$ cat src/hdl/crlf_pkg.sv
// ----------------------------------------------------------------------------
// crlf_pkg
// shared types and constants for the crlf line receiver
// ----------------------------------------------------------------------------
package crlf_pkg;

  localparam int unsigned BufDepthDef = 64;
  localparam int unsigned QueueDepth  = 2;

  localparam logic [7:0] CHAR_CR = 8'h0D;
  localparam logic [7:0] CHAR_LF = 8'h0A;

  typedef enum logic {
    OP_RX   = 1'b0,
    OP_POLL = 1'b1
  } op_e;

  typedef enum logic {
    ST_IDLE  = 1'b0,
    ST_DRAIN = 1'b1
  } back_state_e;

  // classified command passed from front to back
  typedef struct packed {
    op_e        op;
    logic [7:0] data;
    logic       is_cr;
    logic       is_lf;
  } cmd_t;

endpackage

$ cat src/hdl/crlf_ram.sv
// ----------------------------------------------------------------------------
// crlf_ram
// generic single write port ram with registered read
// ----------------------------------------------------------------------------
module crlf_ram #(
  parameter int unsigned WIDTH = 8,
  parameter int unsigned DEPTH = 64
) (
  input  logic                     clk_i,
  input  logic                     we_i,
  input  logic [$clog2(DEPTH)-1:0] waddr_i,
  input  logic [WIDTH-1:0]         wdata_i,
  input  logic                     re_i,
  input  logic [$clog2(DEPTH)-1:0] raddr_i,
  output logic [WIDTH-1:0]         rdata_o
);

  logic [WIDTH-1:0] mem_q [DEPTH];
  logic [WIDTH-1:0] rdata_q;

  always_ff @(posedge clk_i) begin
    if (we_i) begin
      mem_q[waddr_i] <= wdata_i;
    end
    if (re_i) begin
      rdata_q <= mem_q[raddr_i];
    end
  end

  assign rdata_o = rdata_q;

endmodule

$ cat src/hdl/crlf_front.sv
// ----------------------------------------------------------------------------
// crlf_front
// accepts input beats, classifies the byte and queues the command
// ----------------------------------------------------------------------------
module crlf_front (
  input  logic          clk_i,
  input  logic          rst_ni,
  input  logic          in_valid_i,
  output logic          in_ready_o,
  input  logic          operation_i,
  input  logic [7:0]    rx_byte_i,
  output logic          cmd_valid_o,
  input  logic          cmd_pop_i,
  output crlf_pkg::cmd_t cmd_o
);
  import crlf_pkg::*;

  localparam int unsigned QW = $clog2(QueueDepth);

  cmd_t          queue_q [QueueDepth];
  logic [QW-1:0] wr_ptr_q, wr_ptr_d;
  logic [QW-1:0] rd_ptr_q, rd_ptr_d;
  logic [QW:0]   count_q, count_d;
  logic          push, pop;
  cmd_t          cmd_in;

  assign in_ready_o  = (count_q != (QW+1)'(QueueDepth));
  assign cmd_valid_o = (count_q != '0);
  assign push        = in_valid_i && in_ready_o;
  assign pop         = cmd_pop_i && cmd_valid_o;
  assign cmd_o       = queue_q[rd_ptr_q];

  always_comb begin
    cmd_in.op    = op_e'(operation_i);
    cmd_in.data  = rx_byte_i;
    cmd_in.is_cr = (rx_byte_i == CHAR_CR);
    cmd_in.is_lf = (rx_byte_i == CHAR_LF);
  end

  always_comb begin
    wr_ptr_d = wr_ptr_q;
    rd_ptr_d = rd_ptr_q;
    count_d  = count_q;
    if (push) begin
      wr_ptr_d = (wr_ptr_q == QW'(QueueDepth - 1)) ? '0 : wr_ptr_q + QW'(1);
    end
    if (pop) begin
      rd_ptr_d = (rd_ptr_q == QW'(QueueDepth - 1)) ? '0 : rd_ptr_q + QW'(1);
    end
    if (push && !pop) begin
      count_d = count_q + (QW+1)'(1);
    end else if (pop && !push) begin
      count_d = count_q - (QW+1)'(1);
    end
  end

  always_ff @(posedge clk_i or negedge rst_ni) begin
    if (!rst_ni) begin
      wr_ptr_q <= '0;
      rd_ptr_q <= '0;
      count_q  <= '0;
    end else begin
      wr_ptr_q <= wr_ptr_d;
      rd_ptr_q <= rd_ptr_d;
      count_q  <= count_d;
    end
  end

  always_ff @(posedge clk_i) begin
    if (push) begin
      queue_q[wr_ptr_q] <= cmd_in;
    end
  end

endmodule

$ cat src/hdl/crlf_back.sv
// ----------------------------------------------------------------------------
// crlf_back
// executes queued commands: line assembly, framing and line drain
// ----------------------------------------------------------------------------
module crlf_back #(
  parameter int unsigned BUF_DEPTH = crlf_pkg::BufDepthDef
) (
  input  logic           clk_i,
  input  logic           rst_ni,
  input  logic           cmd_valid_i,
  output logic           cmd_pop_o,
  input  crlf_pkg::cmd_t cmd_i,
  output logic           out_valid_o,
  input  logic           out_ready_i,
  output logic [7:0]     out_byte_o,
  output logic           last_byte_o
);
  import crlf_pkg::*;

  localparam int unsigned AW = $clog2(BUF_DEPTH);

  back_state_e   state_q, state_d;
  logic [AW-1:0] fill_q, fill_d;
  logic          cr_q, cr_d;
  logic          rdy_q, rdy_d;
  logic [AW-1:0] len_q, len_d;
  logic [AW-1:0] idx_q, idx_d;
  logic          rd_pend_q, rd_pend_d;
  logic          rd_last_q, rd_last_d;
  logic          out_valid_q, out_valid_d;
  logic [7:0]    out_byte_q, out_byte_d;
  logic          out_last_q, out_last_d;

  logic          out_free, issue, move, drain_done, start_drain;
  logic          ram_we;
  logic [7:0]    ram_rdata;
  logic [AW:0]   fill_next;

  assign out_free    = !out_valid_q || out_ready_i;
  assign issue       = (state_q == ST_DRAIN) && (idx_q != len_q) && (!rd_pend_q || out_free);
  assign move        = rd_pend_q && out_free;
  assign drain_done  = (idx_q == len_q) && (!rd_pend_q || move);
  assign cmd_pop_o   = (state_q == ST_IDLE) && cmd_valid_i;
  assign start_drain = cmd_pop_o && (cmd_i.op == OP_POLL) && rdy_q && (fill_q != '0);
  assign fill_next   = {1'b0, fill_q} + (AW+1)'(1);
  assign ram_we      = cmd_pop_o && (cmd_i.op == OP_RX) && !rdy_q && !cr_q && !cmd_i.is_cr;

  // next state
  always_comb begin
    state_d = state_q;
    case (state_q)
      ST_IDLE: begin
        if (start_drain) begin
          state_d = ST_DRAIN;
        end
      end
      ST_DRAIN: begin
        if (drain_done) begin
          state_d = ST_IDLE;
        end
      end
      default: state_d = ST_IDLE;
    endcase
  end

  // datapath and outputs
  always_comb begin
    fill_d      = fill_q;
    cr_d        = cr_q;
    rdy_d       = rdy_q;
    len_d       = len_q;
    idx_d       = idx_q;
    rd_pend_d   = rd_pend_q;
    rd_last_d   = rd_last_q;
    out_valid_d = out_valid_q;
    out_byte_d  = out_byte_q;
    out_last_d  = out_last_q;

    if (out_valid_q && out_ready_i) begin
      out_valid_d = 1'b0;
    end
    if (move) begin
      out_valid_d = 1'b1;
      out_byte_d  = ram_rdata;
      out_last_d  = rd_last_q;
      rd_pend_d   = 1'b0;
    end
    if (issue) begin
      rd_pend_d = 1'b1;
      rd_last_d = ((idx_q + AW'(1)) == len_q);
      idx_d     = idx_q + AW'(1);
    end

    case (state_q)
      ST_IDLE: begin
        if (cmd_pop_o) begin
          if (cmd_i.op == OP_POLL) begin
            if (rdy_q) begin
              len_d  = fill_q;
              idx_d  = '0;
              fill_d = '0;
              cr_d   = 1'b0;
              rdy_d  = 1'b0;
            end
          end else if (!rdy_q) begin
            if (cr_q) begin
              if (cmd_i.is_lf) begin
                rdy_d = 1'b1;
              end else begin
                fill_d = '0;
                cr_d   = 1'b0;
              end
            end else if (cmd_i.is_cr) begin
              cr_d = 1'b1;
            end else if (fill_next >= (AW+1)'(BUF_DEPTH)) begin
              fill_d = '0;
            end else begin
              fill_d = fill_next[AW-1:0];
            end
          end
        end
      end
      ST_DRAIN: begin
      end
      default: begin
      end
    endcase
  end

  always_ff @(posedge clk_i or negedge rst_ni) begin
    if (!rst_ni) begin
      state_q     <= ST_IDLE;
      fill_q      <= '0;
      cr_q        <= 1'b0;
      rdy_q       <= 1'b0;
      len_q       <= '0;
      idx_q       <= '0;
      rd_pend_q   <= 1'b0;
      out_valid_q <= 1'b0;
    end else begin
      state_q     <= state_d;
      fill_q      <= fill_d;
      cr_q        <= cr_d;
      rdy_q       <= rdy_d;
      len_q       <= len_d;
      idx_q       <= idx_d;
      rd_pend_q   <= rd_pend_d;
      out_valid_q <= out_valid_d;
    end
  end

  always_ff @(posedge clk_i) begin
    rd_last_q  <= rd_last_d;
    out_byte_q <= out_byte_d;
    out_last_q <= out_last_d;
  end

  crlf_ram #(
    .WIDTH(8),
    .DEPTH(BUF_DEPTH)
  ) u_line_store (
    .clk_i   (clk_i),
    .we_i    (ram_we),
    .waddr_i (fill_q),
    .wdata_i (cmd_i.data),
    .re_i    (issue),
    .raddr_i (idx_q),
    .rdata_o (ram_rdata)
  );

  assign out_valid_o = out_valid_q;
  assign out_byte_o  = out_byte_q;
  assign last_byte_o = out_last_q;

endmodule

$ cat src/hdl/crlf_line_receiver.sv
// ----------------------------------------------------------------------------
// crlf_line_receiver
// assembles a received byte stream into cr lf terminated lines
// ----------------------------------------------------------------------------
// Input beats enter a two-entry command queue, so up to two further beats are
// still taken while a line is being forwarded. Received bytes are executed one
// per cycle while no line is being forwarded. A poll of a ready line occupies
// the executing side until the line is out and forwards one byte per cycle
// when the output is not stalled, the rate being set by the single read port
// of the line store; meanwhile queued commands wait. A line over BUF_DEPTH-1
// bytes restarts the store; bytes received while a line is ready are dropped.
module crlf_line_receiver #(
  parameter int unsigned BUF_DEPTH = crlf_pkg::BufDepthDef
) (
  input  logic       clk_i,
  input  logic       rst_ni,
  input  logic       in_valid_i,
  output logic       in_ready_o,
  input  logic       operation_i,
  input  logic [7:0] rx_byte_i,
  output logic       out_valid_o,
  input  logic       out_ready_i,
  output logic [7:0] out_byte_o,
  output logic       last_byte_o
);
  import crlf_pkg::*;

  cmd_t cmd;
  logic cmd_valid, cmd_pop;

  crlf_front u_front (
    .clk_i       (clk_i),
    .rst_ni      (rst_ni),
    .in_valid_i  (in_valid_i),
    .in_ready_o  (in_ready_o),
    .operation_i (operation_i),
    .rx_byte_i   (rx_byte_i),
    .cmd_valid_o (cmd_valid),
    .cmd_pop_i   (cmd_pop),
    .cmd_o       (cmd)
  );

  crlf_back #(
    .BUF_DEPTH(BUF_DEPTH)
  ) u_back (
    .clk_i       (clk_i),
    .rst_ni      (rst_ni),
    .cmd_valid_i (cmd_valid),
    .cmd_pop_o   (cmd_pop),
    .cmd_i       (cmd),
    .out_valid_o (out_valid_o),
    .out_ready_i (out_ready_i),
    .out_byte_o  (out_byte_o),
    .last_byte_o (last_byte_o)
  );

endmodule

$ cat config.mk
export PLATFORM = sky130hd
export DESIGN_NAME = crlf_line_receiver
export DESIGN_NICKNAME = d
export VERILOG_FILES = /design/src/hdl/crlf_pkg.sv /design/src/hdl/crlf_ram.sv /design/src/hdl/crlf_front.sv /design/src/hdl/crlf_back.sv /design/src/hdl/crlf_line_receiver.sv
export SDC_FILE = /design/constraint.sdc
export NUM_CORES = 1
export LEC_CHECK = 0
export BUFFER_PORTS_ARGS = -buffer_cell sky130_fd_sc_hd__buf_2
export CORE_MARGIN = 1
export CORE_UTILIZATION = 45
export CTS_CLUSTER_SIZE = 20
export DETAILED_ROUTE_END_ITERATION = 7
export MAX_ROUTING_LAYER = met4
export PLACE_DENSITY = 0.72
export SETUP_SLACK_MARGIN = 0.5
export SKIP_CTS_REPAIR_TIMING = 1
export SLEW_MARGIN = 5
export SYNTH_ARGS = -nofsm -noshare
export SYNTH_HDL_FRONTEND = slang
export SYNTH_SLANG_ARGS = --single-unit
$ cat constraint.sdc
create_clock -name clk_i -period 2.79 [get_ports clk_i]
set_clock_uncertainty 0.1 [all_clocks]
set_input_delay 0.558 -clock clk_i [delete_from_list [all_inputs] [get_ports clk_i]]
set_output_delay 0.558 -clock clk_i [all_outputs]
set_load 0.03 [all_outputs]
# Word level (Yosys, flattened, before mapping)
# Memory sizes are Yosys's and may differ from the RTL's. A register that Yosys moved wholly into a read port is not among the register bits.
# Index checks and enable logic that the tools add are counted.
# word_totals
word_cells	107
inputBits	13
ff_bits	37
out_inout_bits	11
ram_bits	534
memories	2
# op_classes
n_eq_ne	10
n_addsub	6
mux	36
reduce_logical	36
n_lt_le_gt_ge	1
bitwise_logic	2
# memory_table
name	words	width	read_ports	rd_clocked_by_memory_dff	write_ports	line_no	source
u_back.u_line_store.mem_q	64	8	1	1	1	crlf_ram.sv:18	logic [WIDTH-1:0] mem_q [DEPTH];
u_front.queue_q	2	11	1	0	1	crlf_front.sv:20	cmd_t queue_q [QueueDepth];
# op_table
operator	n
$mux 6	12
$mux 1	21
$logic_and 1x1->1	17
$eq 8x4->1 const B	2
$eq 6x6->1	2
$reduce_and 4->1	2
$reduce_bool 2->1	4
$add 6x1->7 const B	1
$ge 7x7->1 const B	1
$logic_not 1->1	7
$add 6x1->6 const B	1
$ne 3x3->1 const B	2
$ne 6x6->1	1
$reduce_and 6->1	1
$reduce_bool 6->1	1
$mux 2	2
$ne 2x2->1 const B	2
$logic_or 1x1->1	3
$add 1x1->1 const B	2
$add 2x1->2 const B	1
$ne 2x1->1 const B	1
$not 1->1	2
$pmux 1 s2	1
$reduce_and 2->1	1
$sub 2x1->2 const B	1

# Logic depth before layout (Yosys ltp)
# logic_depth
depth_word	9
ltp_mapped	8
mapped_depth_nobuf	7

# Modules after synthesis
# A second synthesis with hierarchy kept.
# hier_totals
cells_unflattened	1146
hier_area_um2	22942.0
# by_module_without_submodules
module	seq_area_each_um2	area_each_um2	instances	cells_each
crlf_ram	15615.0	20246.9	1	940
crlf_back	875.8	1655.3	1	148
crlf_front	760.7	1039.7	1	58

# Least setup slack after synthesis
# Ideal clock, no wire load.
# synth_timing
kind	register to register
start	register u_front.rd_ptr_q
end	memory u_back.u_line_store.mem_q[62][0] (enable)
setup_time_ns	0.371
required_ns	2.319
setup_slack_ns	0.067
arrival_ns	2.253
stages_incl_launch_ff	7
synth_period_minus_slack_ns	2.723
path_buffers	1
cell_sequence	dfrtp_1 > buf_6 > mux2_2 > or4_1 > nor3_1 > nand3_1 > nor2_1
# synth_via
elab_chain_cells	8
elab_cells_between_ends	9
classes_between	mux: 2; bitwise: 1; reduce/logical: 5; memory: 1
# synth_lines
element	line_no	source
start, declared	crlf_front.sv:22	logic [QW-1:0] rd_ptr_q, rd_ptr_d;
start signal, assigned	crlf_front.sv:64	rd_ptr_q <= rd_ptr_d;
$mem_v2 2x11 (*)	n/a	
$not 1->1	crlf_back.sv:46	assign ram_we = cmd_pop_o && (cmd_i.op == OP_RX) && !rdy_q && !cr_q && !cmd_i.is_cr;
$logic_and 1x1->1 (3 in series)	crlf_back.sv:46	
$logic_and 1x1->1 (*)	crlf_back.sv:46	
$mux 1 (*)	crlf_ram.sv:22	if (we_i) begin
$mux 1 (implied by the code) (*)	crlf_ram.sv:23	mem_q[waddr_i] <= wdata_i;
end, declared	crlf_ram.sv:18	
# Every way passes the cells marked *; elsewhere a longest branch is shown, timed or not.

# Worst setup path after layout
# layout_timing
start	register u_front.rd_ptr_q
end	memory u_back.u_line_store.mem_q[34][1] (enable)
# Same word-level chain as after synthesis.

==> metrics.md <==
| Metric | Value |
|---|---|
| R2R depth | `8` |
| Inst Count DP | `between 1500 and 2000` |
| CTS Root Cell | `clkbuf_16` |
| Post-layout util | `0.5478` |
| GRT overflow | `0` |
| Final WL | `50830 um` |
| Largest fanout on the critical path | `8` |
| Clock net sink count | `just under 600` |
| Fmax | `~370 MHz` |
| Pwr/cell area | `about 860 nW/um2` |
| Worst setup path startpoint | `u_front.rd_ptr_q` |
| Max IR drop VDD | `0.9330 mV` |
| I/O pin count | `24` |
| Fillers | `3677` |
| Yosys cell types | `53` |
| Area of the mapped netlist | `~23000 um2` |
| Die W | `~230 um` |
| Syn Inst Count | `~1100` |
| Clock slew at reported path FFs | `0.06 ns` |
| Via/cell ratio | `5.840` |
| Nets | `1301` |
| DR pass1 iterations | `5` |
| Total core area | `between 40000 and 50000 um2` |
| Number of CTS-inserted buffers | `57` |
| H-tree Lvls | `2` |
| RSZ-0062 raised after global routing | `true` |
| Worst setup SP type | `flip-flop` |
| Crit Path Category | `reg -> reg` |
| Status | `complete, no violations` |
| Synth Flop Type | `edfxtp_1` |
| Slew @ Worst Pin | `around 0.87 ns` |
| Setup TNS | `0 ns` |
| Initial Util | `0.4600` |
| Max_cap viols | `0` |
| Die area | `about 51000 um2` |
| Reg area | `roughly 17000 um2` |
| Final ANT Viol Nets | `0` |
| Drc violations | `0` |
| Worst-Skew Late Latency | `~0.6 ns` |
| GP Congestion | `0.8646` |
| Fin crit period | `2.671 ns` |
| Commonest cells after routing, fill and taps aside | `edfxtp_1 (552), mux4_2 (123), buf_4 (87)` |
| Final setup vio count | `0` |
| Vias | `between 10000 and 15000` |
| Share of cells above drive strength 1 | `0.3286` |
| Worst setup EP type | `flip-flop` |
| Chip Height | `226.6 um` |
| CTS tree | `done` |
| Non-Filler Instances | `around 2000` |
| HP Class | `in -> reg` |
| Worst path arrival time | `about 2.9 ns` |
| DR iter-0 viols | `1378` |
| Post-synthesis to final-layout area growth | `19.10%` |
| # port buffers | `23` |
| Slew margin rel. | `0.4227` |
| Initial antenna violation count | `1` |
| Flop-to-flop setup slack | `0.12 ns` |
| Number of global-route vias before repair | `between 10000 and 15000` |
| EDFF count, synth | `roughly 550` |
| Drt wl/cell | `between 20 and 30 um` |
| Area of the multi-input gates | `roughly 5500 um2` |
| Syn avg cell area | `19.92 um2` |
| Final Slew Violations | `0` |
| Longest Clk Path Bufs | `3` |
| Post-synth ARST share | `0.04663` |
| Worst path required time | `roughly 3.0 ns` |
| Worst Setup EP | `u_back.u_line_store.mem_q[34][1]` |
| Final hold vios | `0` |
| WHS | `approximately 0.053 ns` |
| Leading cell type in the layout, fill and taps excluded | `edfxtp_1` |
| Synth Register Bits | `579` |
| Crit Reg-Reg Endpoint | `u_back.u_line_store.mem_q[34][1]` |
| Total Routing Usage GR | `0.2069` |
| Lkg Pwr | `about 8.5 nW` |
| Synth warn | `0` |
| DP HPWL | `between 30000 and 40000 um` |
| Largest net degree at the start of global routing | `between 60 and 70` |
| Std cell rows | `81` |
| Syn_nets | `around 1200` |
| Sequential element share of the synthesized area | `0.7598` |
| Tcrit/Tclk final | `0.9573` |
| Global-route wire length before repair | `roughly 75000 um` |
| Reg2reg start | `u_front.rd_ptr_q` |
==> layer usage <==
layer  up-vias  wire length, um  part of all wire  track usage
met5         -                0                 0            -
met4         0             1115             0.022      0.05645
met3        75             4553             0.090      0.05106
met2       548            23770              0.47       0.2999
met1      6048            21400              0.42       0.2926
li1       4979                -                 -            -
==> worst max-delay path, stage by stage, from the launching register on <==
cell     delay [ns]
dfrtp_1        0.41
mux2_4         0.32
or4_4          0.57
nor3_4         0.27
buf_4          0.19
nand2_4        0.05
buf_12         0.18
nor2_4         0.14
buf_12         0.16
==> cell usage after synthesis (9+ instances only) <==
master / instances / area (um2)
o21ai_0: 13 / 65.06
mux2_2: 17 / 191.4
mux2i_1: 43 / 430.4
o22ai_1: 9 / 56.30
nand2_1: 48 / 180.2
buf_1: 13 / 48.80
edfxtp_1: 552 / 16580
dfrtp_1: 27 / 675.7
xnor2_1: 13 / 113.9
mux4_2: 123 / 2770
buf_2: 23 / 115.1
a21oi_1: 11 / 55.05
nand3_1: 21 / 105.1
clkbuf_1: 23 / 86.33
nor2_1: 80 / 300.3
==> sequential cells by signal, indices dropped and copies added, names as in the netlist <==
register                     flops
u_back.cr_q                      1
u_back.fill_q                    6
u_back.idx_q                     6
u_back.last_byte_o               1
u_back.len_q                     6
u_back.out_byte_o                8
u_back.out_valid_o               1
u_back.rd_last_q                 1
u_back.rd_pend_q                 1
u_back.rdy_q                     1
u_back.state_q                   1
u_back.u_line_store.mem_q      512
u_back.u_line_store.rdata_o      8
u_front.count_q                  2
u_front.queue_q                 22
u_front.rd_ptr_q                 1
u_front.wr_ptr_q                 1
==> how the worst min path moves through the flow <==
| stage | startpoint | endpoint | slack [ns] | cells after the start |
|---|---|---|---|---|
| 2_1_floorplan | rst_ni | u_back.cr_q | 0.16 | 0 |
| 3_3_place_gp | u_back.u_line_store.rdata_o[7] | u_back.out_byte_o[7] | 0.31 | 0 |
| 3_5_place_dp | u_back.u_line_store.rdata_o[7] | u_back.out_byte_o[7] | 0.31 | 0 |
| 4_1_cts | rst_ni | u_front.wr_ptr_q | -0.12 | 1 |
| 5_1_grt | operation_i | u_front.queue_q[1][10] | 0.03 | 1 |
| 6_report | operation_i | u_front.queue_q[0][10] | 0.05 | 1 |
==> cell type report <==
type                       count  area share
antenna                        1  0.00009255
clock buffer                  72     0.05631
clock inverter                33     0.01495
inverter                       7   0.0009717
multi-input combinational    492      0.2043
sequential                   579      0.6384
tap                          664     0.03073
timing repair buffer         147     0.05423
==> report_power, final <==
part           switching, mW  internal, mW
logic                   2.72          1.85
registers              0.148          10.7
clock network           3.18          4.69
total                   6.05          17.3
==> cells by family (layout without fill, tap and decap cells) <==
group / Yosys count / count (layout) / synth area share
xor+xnor: 17 / 17 / 0.006558
buf+inv: 69 / 259 / 0.01350
mux: 183 / 183 / 0.1494
other cells: 0 / 1 / 0
simple gates: 195 / 195 / 0.03913
flops: 579 / 579 / 0.7598
compound gates: 93 / 93 / 0.02937
fa+ha+maj: 4 / 4 / 0.002204
==> through the flow <==
step / area [um2] / worst slack, ns / total power, mW
floorplan: 22940 / 0.1879 / 13.52
global placement: 24550 / 0.1720 / 15.16
detailed placement: 24550 / 0.03845 / 15.25
CTS: 26480 / 0.04342 / 23.06
global route: 27040 / 0.06563 / 24.07
finish: 27040 / 0.1192 / 23.31
Power figures use the tool's default switching activity.
